==> src/hw/rtl/bc3d_pkg.sv <==
package bc3d_pkg;

  localparam int unsigned DimW      = 13;
  localparam int unsigned BlkPosW   = 10;
  localparam int unsigned CoordW    = 12;
  localparam int unsigned CfgIndexW = 2;
  localparam int unsigned AlphaNumW = 11;
  localparam int unsigned ColNumW   = 10;

  localparam logic [CfgIndexW-1:0] CFG_IMAGE_WIDTH  = 2'd0;
  localparam logic [CfgIndexW-1:0] CFG_IMAGE_HEIGHT = 2'd1;
  localparam logic [CfgIndexW-1:0] CFG_FORCE_FOUR   = 2'd2;

  localparam logic [DimW-1:0] RESET_WIDTH  = 13'd256;
  localparam logic [DimW-1:0] RESET_HEIGHT = 13'd256;

  localparam logic [3:0] PIX_LAST = 4'd15;

  // Reciprocal constants: floor(x * M >> S) equals floor(x / d) over the
  // numerator range that each divisor sees here.
  localparam logic [11:0] RECIP_3 = 12'd683;
  localparam logic [11:0] RECIP_5 = 12'd3277;
  localparam logic [11:0] RECIP_7 = 12'd2341;

  typedef enum logic [2:0] {
    DIV_1,
    DIV_2,
    DIV_3,
    DIV_5,
    DIV_7
  } div_e;

  // One queued block, already classified by the front end.
  typedef struct packed {
    logic [63:0]         alpha_word;
    logic [63:0]         colour_word;
    logic                four_colour;
    logic                dim_error;
    logic                frame_last;
    logic [BlkPosW-1:0]  block_col;
    logic [BlkPosW-1:0]  block_row;
  } entry_t;

  // One pixel between the numerator stage and the divide stage.
  typedef struct packed {
    logic [AlphaNumW-1:0]          alpha_num;
    div_e                          alpha_div;
    logic [2:0][ColNumW-1:0]       col_num;
    div_e                          col_div;
    logic [CoordW-1:0]             pixel_x;
    logic [CoordW-1:0]             pixel_y;
    logic                          block_end;
    logic                          frame_end;
    logic                          dim_error;
  } stage_t;

  typedef struct packed {
    logic [7:0]        red;
    logic [7:0]        green;
    logic [7:0]        blue;
    logic [7:0]        opacity;
    logic [CoordW-1:0] pixel_x;
    logic [CoordW-1:0] pixel_y;
    logic              block_end;
    logic              frame_end;
    logic              dim_error;
  } pix_t;

  function automatic logic [7:0] expand5(input logic [4:0] v);
    expand5 = {v, v[4:2]};
  endfunction

  function automatic logic [7:0] expand6(input logic [5:0] v);
    expand6 = {v, v[5:4]};
  endfunction

  function automatic logic [7:0] div_const(input logic [AlphaNumW-1:0] num,
                                           input div_e div);
    logic [22:0] prod;
    prod = 23'd0;
    div_const = 8'd0;
    unique case (div)
      DIV_1: div_const = num[7:0];
      DIV_2: div_const = num[8:1];
      DIV_3: begin
        prod = 23'(num) * 23'(RECIP_3);
        div_const = prod[18:11];
      end
      DIV_5: begin
        prod = 23'(num) * 23'(RECIP_5);
        div_const = prod[21:14];
      end
      DIV_7: begin
        prod = 23'(num) * 23'(RECIP_7);
        div_const = prod[21:14];
      end
      default: div_const = 8'd0;
    endcase
  endfunction

endpackage

==> src/hw/rtl/bc3d_front.sv <==
module bc3d_front #(
  parameter int unsigned MAX_DIMENSION = 4096
) (
  input  logic                                  clk_i,
  input  logic                                  rst_ni,
  input  logic                                  cfg_valid_i,
  output logic                                  cfg_ready_o,
  input  logic [bc3d_pkg::CfgIndexW-1:0]        cfg_index_i,
  input  logic [bc3d_pkg::DimW-1:0]             cfg_data_i,
  input  logic                                  in_valid_i,
  output logic                                  in_ready_o,
  input  logic [63:0]                           alpha_word_i,
  input  logic [63:0]                           colour_word_i,
  output logic                                  push_o,
  output bc3d_pkg::entry_t                      entry_o,
  input  logic                                  full_i
);

  logic [bc3d_pkg::DimW-1:0]    width_q, width_d;
  logic [bc3d_pkg::DimW-1:0]    height_q, height_d;
  logic                         force_q, force_d;
  logic [bc3d_pkg::BlkPosW-1:0] col_q, col_d;
  logic [bc3d_pkg::BlkPosW-1:0] row_q, row_d;

  logic                         dims_ok;
  logic [bc3d_pkg::DimW-3:0]    blk_cols, blk_rows;
  logic                         last_col, last_row;
  logic                         accept;

  function automatic logic dim_valid(input logic [bc3d_pkg::DimW-1:0] d);
    dim_valid = (d != '0) && (d[1:0] == 2'b00) && (32'(d) <= 32'(MAX_DIMENSION));
  endfunction

  assign cfg_ready_o = 1'b1;
  assign in_ready_o  = !full_i;
  assign accept      = in_valid_i && !full_i;
  assign push_o      = accept;

  assign dims_ok  = dim_valid(width_q) && dim_valid(height_q);
  assign blk_cols = width_q[bc3d_pkg::DimW-1:2];
  assign blk_rows = height_q[bc3d_pkg::DimW-1:2];
  assign last_col = ({1'b0, col_q} + 11'd1) >= blk_cols;
  assign last_row = ({1'b0, row_q} + 11'd1) >= blk_rows;

  always_comb begin
    entry_o.alpha_word  = alpha_word_i;
    entry_o.colour_word = colour_word_i;
    entry_o.four_colour = force_q || (colour_word_i[15:0] > colour_word_i[31:16]);
    entry_o.dim_error   = !dims_ok;
    entry_o.frame_last  = last_col && last_row;
    entry_o.block_col   = col_q;
    entry_o.block_row   = row_q;
  end

  always_comb begin
    width_d  = width_q;
    height_d = height_q;
    force_d  = force_q;
    if (cfg_valid_i) begin
      case (cfg_index_i)
        bc3d_pkg::CFG_IMAGE_WIDTH:  width_d  = cfg_data_i;
        bc3d_pkg::CFG_IMAGE_HEIGHT: height_d = cfg_data_i;
        bc3d_pkg::CFG_FORCE_FOUR:   force_d  = cfg_data_i[0];
        default: ;
      endcase
    end
  end

  // The block position advances only for blocks that actually decode.
  always_comb begin
    col_d = col_q;
    row_d = row_q;
    if (accept && dims_ok) begin
      if (last_col) begin
        col_d = '0;
        row_d = last_row ? '0 : row_q + 10'd1;
      end else begin
        col_d = col_q + 10'd1;
      end
    end
  end

  always_ff @(posedge clk_i or negedge rst_ni) begin
    if (!rst_ni) begin
      width_q  <= bc3d_pkg::RESET_WIDTH;
      height_q <= bc3d_pkg::RESET_HEIGHT;
      force_q  <= 1'b0;
      col_q    <= '0;
      row_q    <= '0;
    end else begin
      width_q  <= width_d;
      height_q <= height_d;
      force_q  <= force_d;
      col_q    <= col_d;
      row_q    <= row_d;
    end
  end

endmodule

==> src/hw/rtl/bc3d_fifo.sv <==
module bc3d_fifo #(
  parameter int unsigned WIDTH = 8,
  parameter int unsigned DEPTH = 2
) (
  input  logic             clk_i,
  input  logic             rst_ni,
  input  logic             push_i,
  input  logic [WIDTH-1:0] wdata_i,
  output logic             full_o,
  input  logic             pop_i,
  output logic             valid_o,
  output logic [WIDTH-1:0] rdata_o
);

  localparam int unsigned PtrW = (DEPTH > 1) ? $clog2(DEPTH) : 1;
  localparam int unsigned CntW = $clog2(DEPTH + 1);

  logic [WIDTH-1:0] mem_q [DEPTH];
  logic [PtrW-1:0]  wr_ptr_q, wr_ptr_d;
  logic [PtrW-1:0]  rd_ptr_q, rd_ptr_d;
  logic [CntW-1:0]  count_q, count_d;
  logic             do_push, do_pop;

  assign full_o  = (count_q == CntW'(DEPTH));
  assign valid_o = (count_q != '0);
  assign rdata_o = mem_q[rd_ptr_q];
  assign do_push = push_i && !full_o;
  assign do_pop  = pop_i && valid_o;

  always_comb begin
    wr_ptr_d = wr_ptr_q;
    rd_ptr_d = rd_ptr_q;
    count_d  = count_q;
    if (do_push) begin
      wr_ptr_d = (wr_ptr_q == PtrW'(DEPTH - 1)) ? '0 : wr_ptr_q + PtrW'(1);
    end
    if (do_pop) begin
      rd_ptr_d = (rd_ptr_q == PtrW'(DEPTH - 1)) ? '0 : rd_ptr_q + PtrW'(1);
    end
    if (do_push && !do_pop) begin
      count_d = count_q + CntW'(1);
    end else if (do_pop && !do_push) begin
      count_d = count_q - CntW'(1);
    end
  end

  always_ff @(posedge clk_i or negedge rst_ni) begin
    if (!rst_ni) begin
      wr_ptr_q <= '0;
      rd_ptr_q <= '0;
      count_q  <= '0;
    end else begin
      wr_ptr_q <= wr_ptr_d;
      rd_ptr_q <= rd_ptr_d;
      count_q  <= count_d;
    end
  end

  always_ff @(posedge clk_i) begin
    if (do_push) begin
      mem_q[wr_ptr_q] <= wdata_i;
    end
  end

endmodule

==> src/hw/rtl/bc3d_back.sv <==
module bc3d_back (
  input  logic              clk_i,
  input  logic              rst_ni,
  input  logic              valid_i,
  input  bc3d_pkg::entry_t  entry_i,
  output logic              pop_o,
  output logic              out_valid_o,
  input  logic              out_ready_i,
  output bc3d_pkg::pix_t    pix_o
);

  logic [3:0]             pix_q, pix_d;
  logic                   a_valid_q, a_valid_d;
  bc3d_pkg::stage_t       a_q, a_d, a_calc;
  logic                   out_valid_q, out_valid_d;
  bc3d_pkg::pix_t         out_q, out_d;
  logic                   out_free, a_ready, issue, entry_done;

  logic [2:0]             ai;
  logic [1:0]             ci;
  logic [7:0]             a0, a1;
  logic [3:0]             w0, w1;
  logic [11:0]            alpha_sum;
  logic [2:0][7:0]        e0, e1;
  logic                   last_pix;

  assign out_free   = !out_valid_q || out_ready_i;
  assign a_ready    = !a_valid_q || out_free;
  assign issue      = valid_i && a_ready;
  assign last_pix   = (pix_q == bc3d_pkg::PIX_LAST);
  assign entry_done = last_pix || entry_i.dim_error;
  assign pop_o      = issue && entry_done;

  assign ai = entry_i.alpha_word[16 + 3 * pix_q +: 3];
  assign ci = entry_i.colour_word[32 + 2 * pix_q +: 2];
  assign a0 = entry_i.alpha_word[7:0];
  assign a1 = entry_i.alpha_word[15:8];

  // Interpolation weights of the alpha palette: (8-i, i-1) over seven steps
  // when a0 > a1, (6-i, i-1) over five steps otherwise.
  assign w0 = (a0 > a1) ? 4'd8 - 4'(ai) : 4'd6 - 4'(ai);
  assign w1 = 4'(ai) - 4'd1;
  assign alpha_sum = 12'(w0) * 12'(a0) + 12'(w1) * 12'(a1);

  always_comb begin
    e0[0] = bc3d_pkg::expand5(entry_i.colour_word[15:11]);
    e0[1] = bc3d_pkg::expand6(entry_i.colour_word[10:5]);
    e0[2] = bc3d_pkg::expand5(entry_i.colour_word[4:0]);
    e1[0] = bc3d_pkg::expand5(entry_i.colour_word[31:27]);
    e1[1] = bc3d_pkg::expand6(entry_i.colour_word[26:21]);
    e1[2] = bc3d_pkg::expand5(entry_i.colour_word[20:16]);
  end

  always_comb begin
    a_calc = '0;
    a_calc.alpha_div = bc3d_pkg::DIV_1;
    a_calc.col_div   = bc3d_pkg::DIV_1;
    if (entry_i.dim_error) begin
      a_calc.block_end = 1'b1;
      a_calc.dim_error = 1'b1;
    end else begin
      if (ai == 3'd0) begin
        a_calc.alpha_num = 11'(a0);
      end else if (ai == 3'd1) begin
        a_calc.alpha_num = 11'(a1);
      end else if (a0 > a1) begin
        a_calc.alpha_num = alpha_sum[10:0];
        a_calc.alpha_div = bc3d_pkg::DIV_7;
      end else if (ai == 3'd6) begin
        a_calc.alpha_num = '0;
      end else if (ai == 3'd7) begin
        a_calc.alpha_num = 11'd255;
      end else begin
        a_calc.alpha_num = alpha_sum[10:0];
        a_calc.alpha_div = bc3d_pkg::DIV_5;
      end

      for (int k = 0; k < 3; k++) begin
        unique case (ci)
          2'd0: a_calc.col_num[k] = 10'(e0[k]);
          2'd1: a_calc.col_num[k] = 10'(e1[k]);
          2'd2: begin
            if (entry_i.four_colour) begin
              a_calc.col_num[k] = {1'b0, e0[k], 1'b0} + 10'(e1[k]);
            end else begin
              a_calc.col_num[k] = 10'(e0[k]) + 10'(e1[k]);
            end
          end
          2'd3: begin
            if (entry_i.four_colour) begin
              a_calc.col_num[k] = 10'(e0[k]) + {1'b0, e1[k], 1'b0};
            end else begin
              a_calc.col_num[k] = '0;
            end
          end
          default: a_calc.col_num[k] = '0;
        endcase
      end
      if (ci == 2'd2) begin
        a_calc.col_div = entry_i.four_colour ? bc3d_pkg::DIV_3 : bc3d_pkg::DIV_2;
      end else if (ci == 2'd3 && entry_i.four_colour) begin
        a_calc.col_div = bc3d_pkg::DIV_3;
      end

      a_calc.pixel_x   = {entry_i.block_col, pix_q[1:0]};
      a_calc.pixel_y   = {entry_i.block_row, pix_q[3:2]};
      a_calc.block_end = last_pix;
      a_calc.frame_end = last_pix && entry_i.frame_last;
    end
  end

  always_comb begin
    pix_d     = pix_q;
    a_valid_d = a_valid_q;
    a_d       = a_q;
    if (issue) begin
      a_valid_d = 1'b1;
      a_d       = a_calc;
      pix_d     = entry_done ? '0 : pix_q + 4'd1;
    end else if (out_free) begin
      a_valid_d = 1'b0;
    end
  end

  always_comb begin
    out_valid_d = out_valid_q;
    out_d       = out_q;
    if (out_free) begin
      out_valid_d   = a_valid_q;
      out_d.red     = bc3d_pkg::div_const(11'(a_q.col_num[0]), a_q.col_div);
      out_d.green   = bc3d_pkg::div_const(11'(a_q.col_num[1]), a_q.col_div);
      out_d.blue    = bc3d_pkg::div_const(11'(a_q.col_num[2]), a_q.col_div);
      out_d.opacity = bc3d_pkg::div_const(a_q.alpha_num, a_q.alpha_div);
      out_d.pixel_x   = a_q.pixel_x;
      out_d.pixel_y   = a_q.pixel_y;
      out_d.block_end = a_q.block_end;
      out_d.frame_end = a_q.frame_end;
      out_d.dim_error = a_q.dim_error;
    end
  end

  always_ff @(posedge clk_i or negedge rst_ni) begin
    if (!rst_ni) begin
      pix_q       <= '0;
      a_valid_q   <= 1'b0;
      out_valid_q <= 1'b0;
    end else begin
      pix_q       <= pix_d;
      a_valid_q   <= a_valid_d;
      out_valid_q <= out_valid_d;
    end
  end

  always_ff @(posedge clk_i) begin
    a_q   <= a_d;
    out_q <= out_d;
  end

  assign out_valid_o = out_valid_q;
  assign pix_o       = out_q;

endmodule

==> src/hw/rtl/bc3_texture_block_decoder.sv <==
// BC3 (DXT5) texture block decoder.
// Input stream: one 16-byte block per word, in raster block order.
// s_axis_tdata carries the alpha half in bits 63:0 and the colour half in
// bits 127:64. Output stream: one RGBA8 pixel per word with its image
// coordinates; tlast marks the last word of a block.
// The configuration channel writes image width (index 0), image height
// (index 1) and the force-four-colour flag (index 2); it is always ready.
// If the configured size is invalid, each block yields a single word with
// the dimension error flag set and the block position unchanged.
// The back-end pixel sequencer sends one pixel per cycle while the receiver
// is ready; an error block yields its single word. From the accept of a
// block to its first pixel it passes the queue, the numerator stage and
// the divide into the output register.
// The front end keeps accepting blocks while the queue has room, so a stall
// of the receiver holds the output register and backs up into the queue.
// Reset restores width and height to 256, clears the force flag and returns
// the block position to the top left corner; the queue and pipeline empty.
module bc3_texture_block_decoder #(
  parameter int unsigned MAX_DIMENSION = 4096,
  parameter int unsigned QUEUE_DEPTH   = 2
) (
  input  logic                              clk_i,
  input  logic                              rst_ni,
  input  logic                              cfg_valid_i,
  output logic                              cfg_ready_o,
  input  logic [bc3d_pkg::CfgIndexW-1:0]    cfg_index_i,
  input  logic [bc3d_pkg::DimW-1:0]         cfg_data_i,
  input  logic                              s_axis_tvalid,
  output logic                              s_axis_tready,
  // alpha_word [63:0], colour_word [127:64]
  input  logic [127:0]                      s_axis_tdata,
  output logic                              m_axis_tvalid,
  input  logic                              m_axis_tready,
  // red [7:0], green [15:8], blue [23:16], opacity [31:24],
  // pixel_x [43:32], pixel_y [55:44]
  output logic [55:0]                       m_axis_tdata,
  output logic                              m_axis_tlast,
  // frame_end [0], dimension_error [1]
  output logic [1:0]                        m_axis_tuser
);

  logic              push, full, q_valid, pop;
  bc3d_pkg::entry_t  push_entry, head_entry;
  bc3d_pkg::pix_t    pix;

  bc3d_front #(
    .MAX_DIMENSION(MAX_DIMENSION)
  ) u_front (
    .clk_i         (clk_i),
    .rst_ni        (rst_ni),
    .cfg_valid_i   (cfg_valid_i),
    .cfg_ready_o   (cfg_ready_o),
    .cfg_index_i   (cfg_index_i),
    .cfg_data_i    (cfg_data_i),
    .in_valid_i    (s_axis_tvalid),
    .in_ready_o    (s_axis_tready),
    .alpha_word_i  (s_axis_tdata[63:0]),
    .colour_word_i (s_axis_tdata[127:64]),
    .push_o        (push),
    .entry_o       (push_entry),
    .full_i        (full)
  );

  bc3d_fifo #(
    .WIDTH($bits(bc3d_pkg::entry_t)),
    .DEPTH(QUEUE_DEPTH)
  ) u_fifo (
    .clk_i   (clk_i),
    .rst_ni  (rst_ni),
    .push_i  (push),
    .wdata_i (push_entry),
    .full_o  (full),
    .pop_i   (pop),
    .valid_o (q_valid),
    .rdata_o (head_entry)
  );

  bc3d_back u_back (
    .clk_i       (clk_i),
    .rst_ni      (rst_ni),
    .valid_i     (q_valid),
    .entry_i     (head_entry),
    .pop_o       (pop),
    .out_valid_o (m_axis_tvalid),
    .out_ready_i (m_axis_tready),
    .pix_o       (pix)
  );

  assign m_axis_tdata = {pix.pixel_y, pix.pixel_x, pix.opacity, pix.blue, pix.green, pix.red};
  assign m_axis_tlast = pix.block_end;
  assign m_axis_tuser = {pix.dim_error, pix.frame_end};

endmodule

==> config.mk <==
export PLATFORM = sky130hd
export DESIGN_NAME = bc3_texture_block_decoder
export DESIGN_NICKNAME = d
export VERILOG_FILES = /design/src/hw/rtl/bc3d_pkg.sv /design/src/hw/rtl/bc3d_front.sv /design/src/hw/rtl/bc3d_fifo.sv /design/src/hw/rtl/bc3d_back.sv /design/src/hw/rtl/bc3_texture_block_decoder.sv
export SDC_FILE = /design/constraint.sdc
export NUM_CORES = 2
export LEC_CHECK = 0
export BUFFER_PORTS_ARGS = -buffer_cell sky130_fd_sc_hd__buf_2
export CORE_ASPECT_RATIO = 0.9
export CORE_UTILIZATION = 55
export CTS_BUF_LIST = sky130_fd_sc_hd__clkbuf_8 sky130_fd_sc_hd__clkbuf_16
export CTS_CLUSTER_SIZE = 16
export DETAILED_ROUTE_END_ITERATION = 12
export GPL_TIMING_DRIVEN = 0
export PLACE_DENSITY = 0.76
export REMOVE_ABC_BUFFERS = 1
export SLEW_MARGIN = 20
export SYNTH_ARGS = -nofsm -noshare
export SYNTH_HDL_FRONTEND = slang
export SYNTH_HIERARCHICAL = 1
export SYNTH_SLANG_ARGS = --single-unit
==> constraint.sdc <==
create_clock -name clk_i -period 21 [get_ports clk_i]
set_input_delay 4.2 -clock clk_i [delete_from_list [all_inputs] [get_ports clk_i]]
set_output_delay 4.2 -clock clk_i [all_outputs]
set_load 0.005 [all_outputs]
==> reports/results.tsv <==
stage	metric	value	unit
yosys	synth_area_leader_cell	edfxtp_1	
yosys	netlist_top_cells_area	edfxtp_1 32%, ha_1 18%, fa_1 12%, inv_1 4.9%, dfrtp_1 3.4%	
placed_design	post_dp_cell_area	41700	um^2
drt	dr.pass1.iters	5	
global_route	grt_pass1_wl	134	mm
die	dieHeight	259	um
die	dieArea	74300	um^2
global_route	grt_max_degree	58	
yosys	ys_seq_elements	490	
clock_network	cts_tree	built	
clock_network	clock_path_buffers	3	
drt	drtIter0Drc	1479	
timing	setup_tns	0	ns
die	core-area	72000	um^2
drt	ant_nets	0	
finish	areaGrowthSynthToFinish	8.01	%
clock_network	cts_sinks	490	
worst_setup_path	arrival	9.29	ns
worst_setup_path	critPathCaptureType	flop	
drt	top_layer_used	met5	
worst_setup_path	cp_max_fo	34	
yosys	synth-main-ff-cell	edfxtp_1	
timing	fin_crit_sh	42.6	%
drt	vias	25000	
clock_network	cts_buffers	51	
worst_setup_path	r2r_cells	28	
timing	slew_violations	0	
finish	stdcell_area	43500	um^2
timing	fin_crit	8.94	ns
clock_network	cts_resized	0	
clock_network	clk_latency	0.63	ns
worst_setup_path	start_kind	flop	
die	num_rows	93	
worst_setup_path	cp.required	21.36	ns
yosys	synth-edff-count	433	
die	io_pins	210	
finish	drive_above_1_share	15.7	%
clock_network	clk_pin_slew	0.06	ns
yosys	syn_inst	3419	
worst_setup_path	cpMaxStageDelayCell	mux4_2	
die	die_width	287	um
clock_network	htree_levels	2	
clock_network	post_cts_buffers	0	
drt	met2_length	38.2	mm
hold_path	hold_class	reg2reg	
placed_design	dp_hpwl	64.8	mm
yosys	async_flop_share	11.6	%
flow_run	maxCapViolations	0	
hold_path	min-delay-start	u_back/a_q[9]	
global_route	grt_util_all_layers	22.8	%
yosys	syn_area	40300	um^2
yosys	syn_avg_cell_area	11.8	um^2
drt	post-route-drc-count	0	
timing	setup_viol	0	
placed_design	port_buffers	208	
timing	rsz0062_at_grt	no	
yosys	synth_top_area_share	32.3	%
global_route	grt-ovfl-total	0	
drt	avgViaCountPerCell	5.55	
drt	wl	83.2	mm
timing	fmax	112	MHz
drt	wl_per_cell	18.5	um
worst_setup_path	reg2reg_to	u_back/a_q[73]	
run_status	status	finished clean	
drt	drt-met1-wl	37.2	mm
timing	relSlewSlack	31.1	%
drt	dr_wl_met3	5.71	mm
finish	fin_nets	4475	
worst_setup_path	worstSetupStartpoint	u_fifo/rd_ptr_q	
placed_design	gp_congestion	0.898	
timing	whs	0.410	ns
yosys	seq_area_frac_synth	35.8	%
hold_path	hold_end	u_back/pix_o[9]	
clock_network	hold_buffers	0	
timing	hold_violations	0	
yosys	synth_cell_types	92	
timing	finClkSkew	0.0303	ns
yosys	ys_warn_count	6	
worst_setup_path	max_stage_delay	0.77	ns
timing	tightest_slew	1.01	ns
die	start_util	55.9	%
worst_setup_path	regToRegSetupSlack	12.06	ns
global_route	antenna_found_initial	28	
clock_network	clk_root_buffer_cell	clkbuf_16	
global_route	first_global_vias	25300	
worst_setup_path	r2r-start	u_fifo/rd_ptr_q	
worst_setup_path	path_class	reg2reg	
worst_setup_path	cp_common_cell	fa_1	
hold_path	holdPathStages	0	
[metrics by stage]
stage / utilization, % / cells / setup slack (ns)
6_report: 60.4 / 4501 / 12.06
5_1_grt: 60.4 / 4495 / 11.64
4_1_cts: 60.4 / 4492 / 12.11
3_5_place_dp: 57.9 / 4397 / 12.14
3_3_place_gp: 57.1 / 4373 / 5.63
2_1_floorplan: - / 3215 / 9.51
[worst max-delay path, delay by kind of cell (launching register included)]
family,cells,cell delay (ns)
AO/OA/AOI/OAI,7,1.42
AND/OR/NAND/NOR,3,0.44
XOR/XNOR,1,0.16
buffers and inverters,7,1.13
multiplexers,3,1.67
flip-flops,1,0.70
adder cells (fa/ha/maj),7,3.04
[flip-flops by register name, indices dropped and copies added, names as in the netlist]
register	count
u_back/pix_o	59
u_front/col_q	10
u_fifo/mem_q	302
u_back/a_q	72
u_front/width_q	13
u_back/out_valid_o	1
u_fifo/wr_ptr_q	1
u_back/a_valid_q	1
u_front/force_q	1
u_back/pix_q	4
u_fifo/count_q	2
u_fifo/rd_ptr_q	1
u_front/height_q	13
u_front/row_q	10
[layer usage]
metal	up-vias	global-route usage [%]
li1	12100	-
met1	12100	30.9
met2	629	36.4
met3	131	5.89
met4	38	5.72
met5	-	0
[logic make-up after synthesis]
logic type      after synthesis  share of synthesized area [%]
flops                       490                           35.8
buf+inv                     728                           8.31
fa+ha+maj                   827                           30.1
mux                         236                           8.39
compound gates              483                           7.79
simple gates                494                           6.08
xor+xnor                    159                           3.48
other cells                   2                         0.0187
[cell type report]
| cell class | instances | area (um^2) |
|---|---|---|
| fill | 5597 | 28500 |
| multi-input combinational | 2201 | 22500 |
| clock inverter | 37 | 383 |
| timing repair buffer | 232 | 1590 |
| tap | 950 | 1190 |
| antenna | 9 | 22.5 |
| sequential | 490 | 14400 |
| clock buffer | 58 | 1370 |
| inverter | 524 | 1970 |
[synthesized netlist by cell type (36+ instances only)]
master and number:
dfrtp_1 55, mux2_2 94, nand3_1 36, xnor2_1 96, a21oi_1 129, ha_1 591
nand2_1 123, inv_1 521, o21bai_1 37, edfxtp_1 433, a21o_1 44, nor2b_1 46
o21ai_0 81, xor2_1 62, mux2_4 80, nor2_1 127, fa_1 236, buf_4 129
[cell usage in the layout, fill, tap and decap left out, types with 14 or more instances in the layout]
cell type,synthesis,layout
buf_2,18,207
mux4_2,28,28
a31oi_1,21,21
o21ai_1,25,25
inv_1,521,528
nand2b_1,19,19
nor2b_1,46,46
a21o_1,44,44
and2_1,23,23
o211ai_1,15,15
dfrtp_1,55,52
o21bai_1,37,37
mux2i_1,25,24
nand2_1,123,123
nand3_1,36,36
mux2_4,80,81
nor2_1,127,126
ha_1,591,591
clkbuf_16,0,51
o21ai_0,81,81
xor2_1,62,62
a21oi_1,129,129
fa_1,236,236
a221oi_1,17,17
edfxtp_1,433,433
o22ai_1,14,14
nor3_1,33,33
mux2_2,94,93
xnor2_1,96,96
[worst max-delay path by stage]
stage	endpoint	cells after the start
CTS	u_back/a_q[73]	28
detailed placement	u_back/a_q[73]	28
global route	u_back/a_q[73]	28
finish	u_back/a_q[73]	28
global placement	u_fifo/mem_q[0][115]	4
floorplan	u_fifo/mem_q[0][0]	3
Power is not shown: default switching activity piles up to over one toggle a cycle in this logic, so the estimate is an artifact.
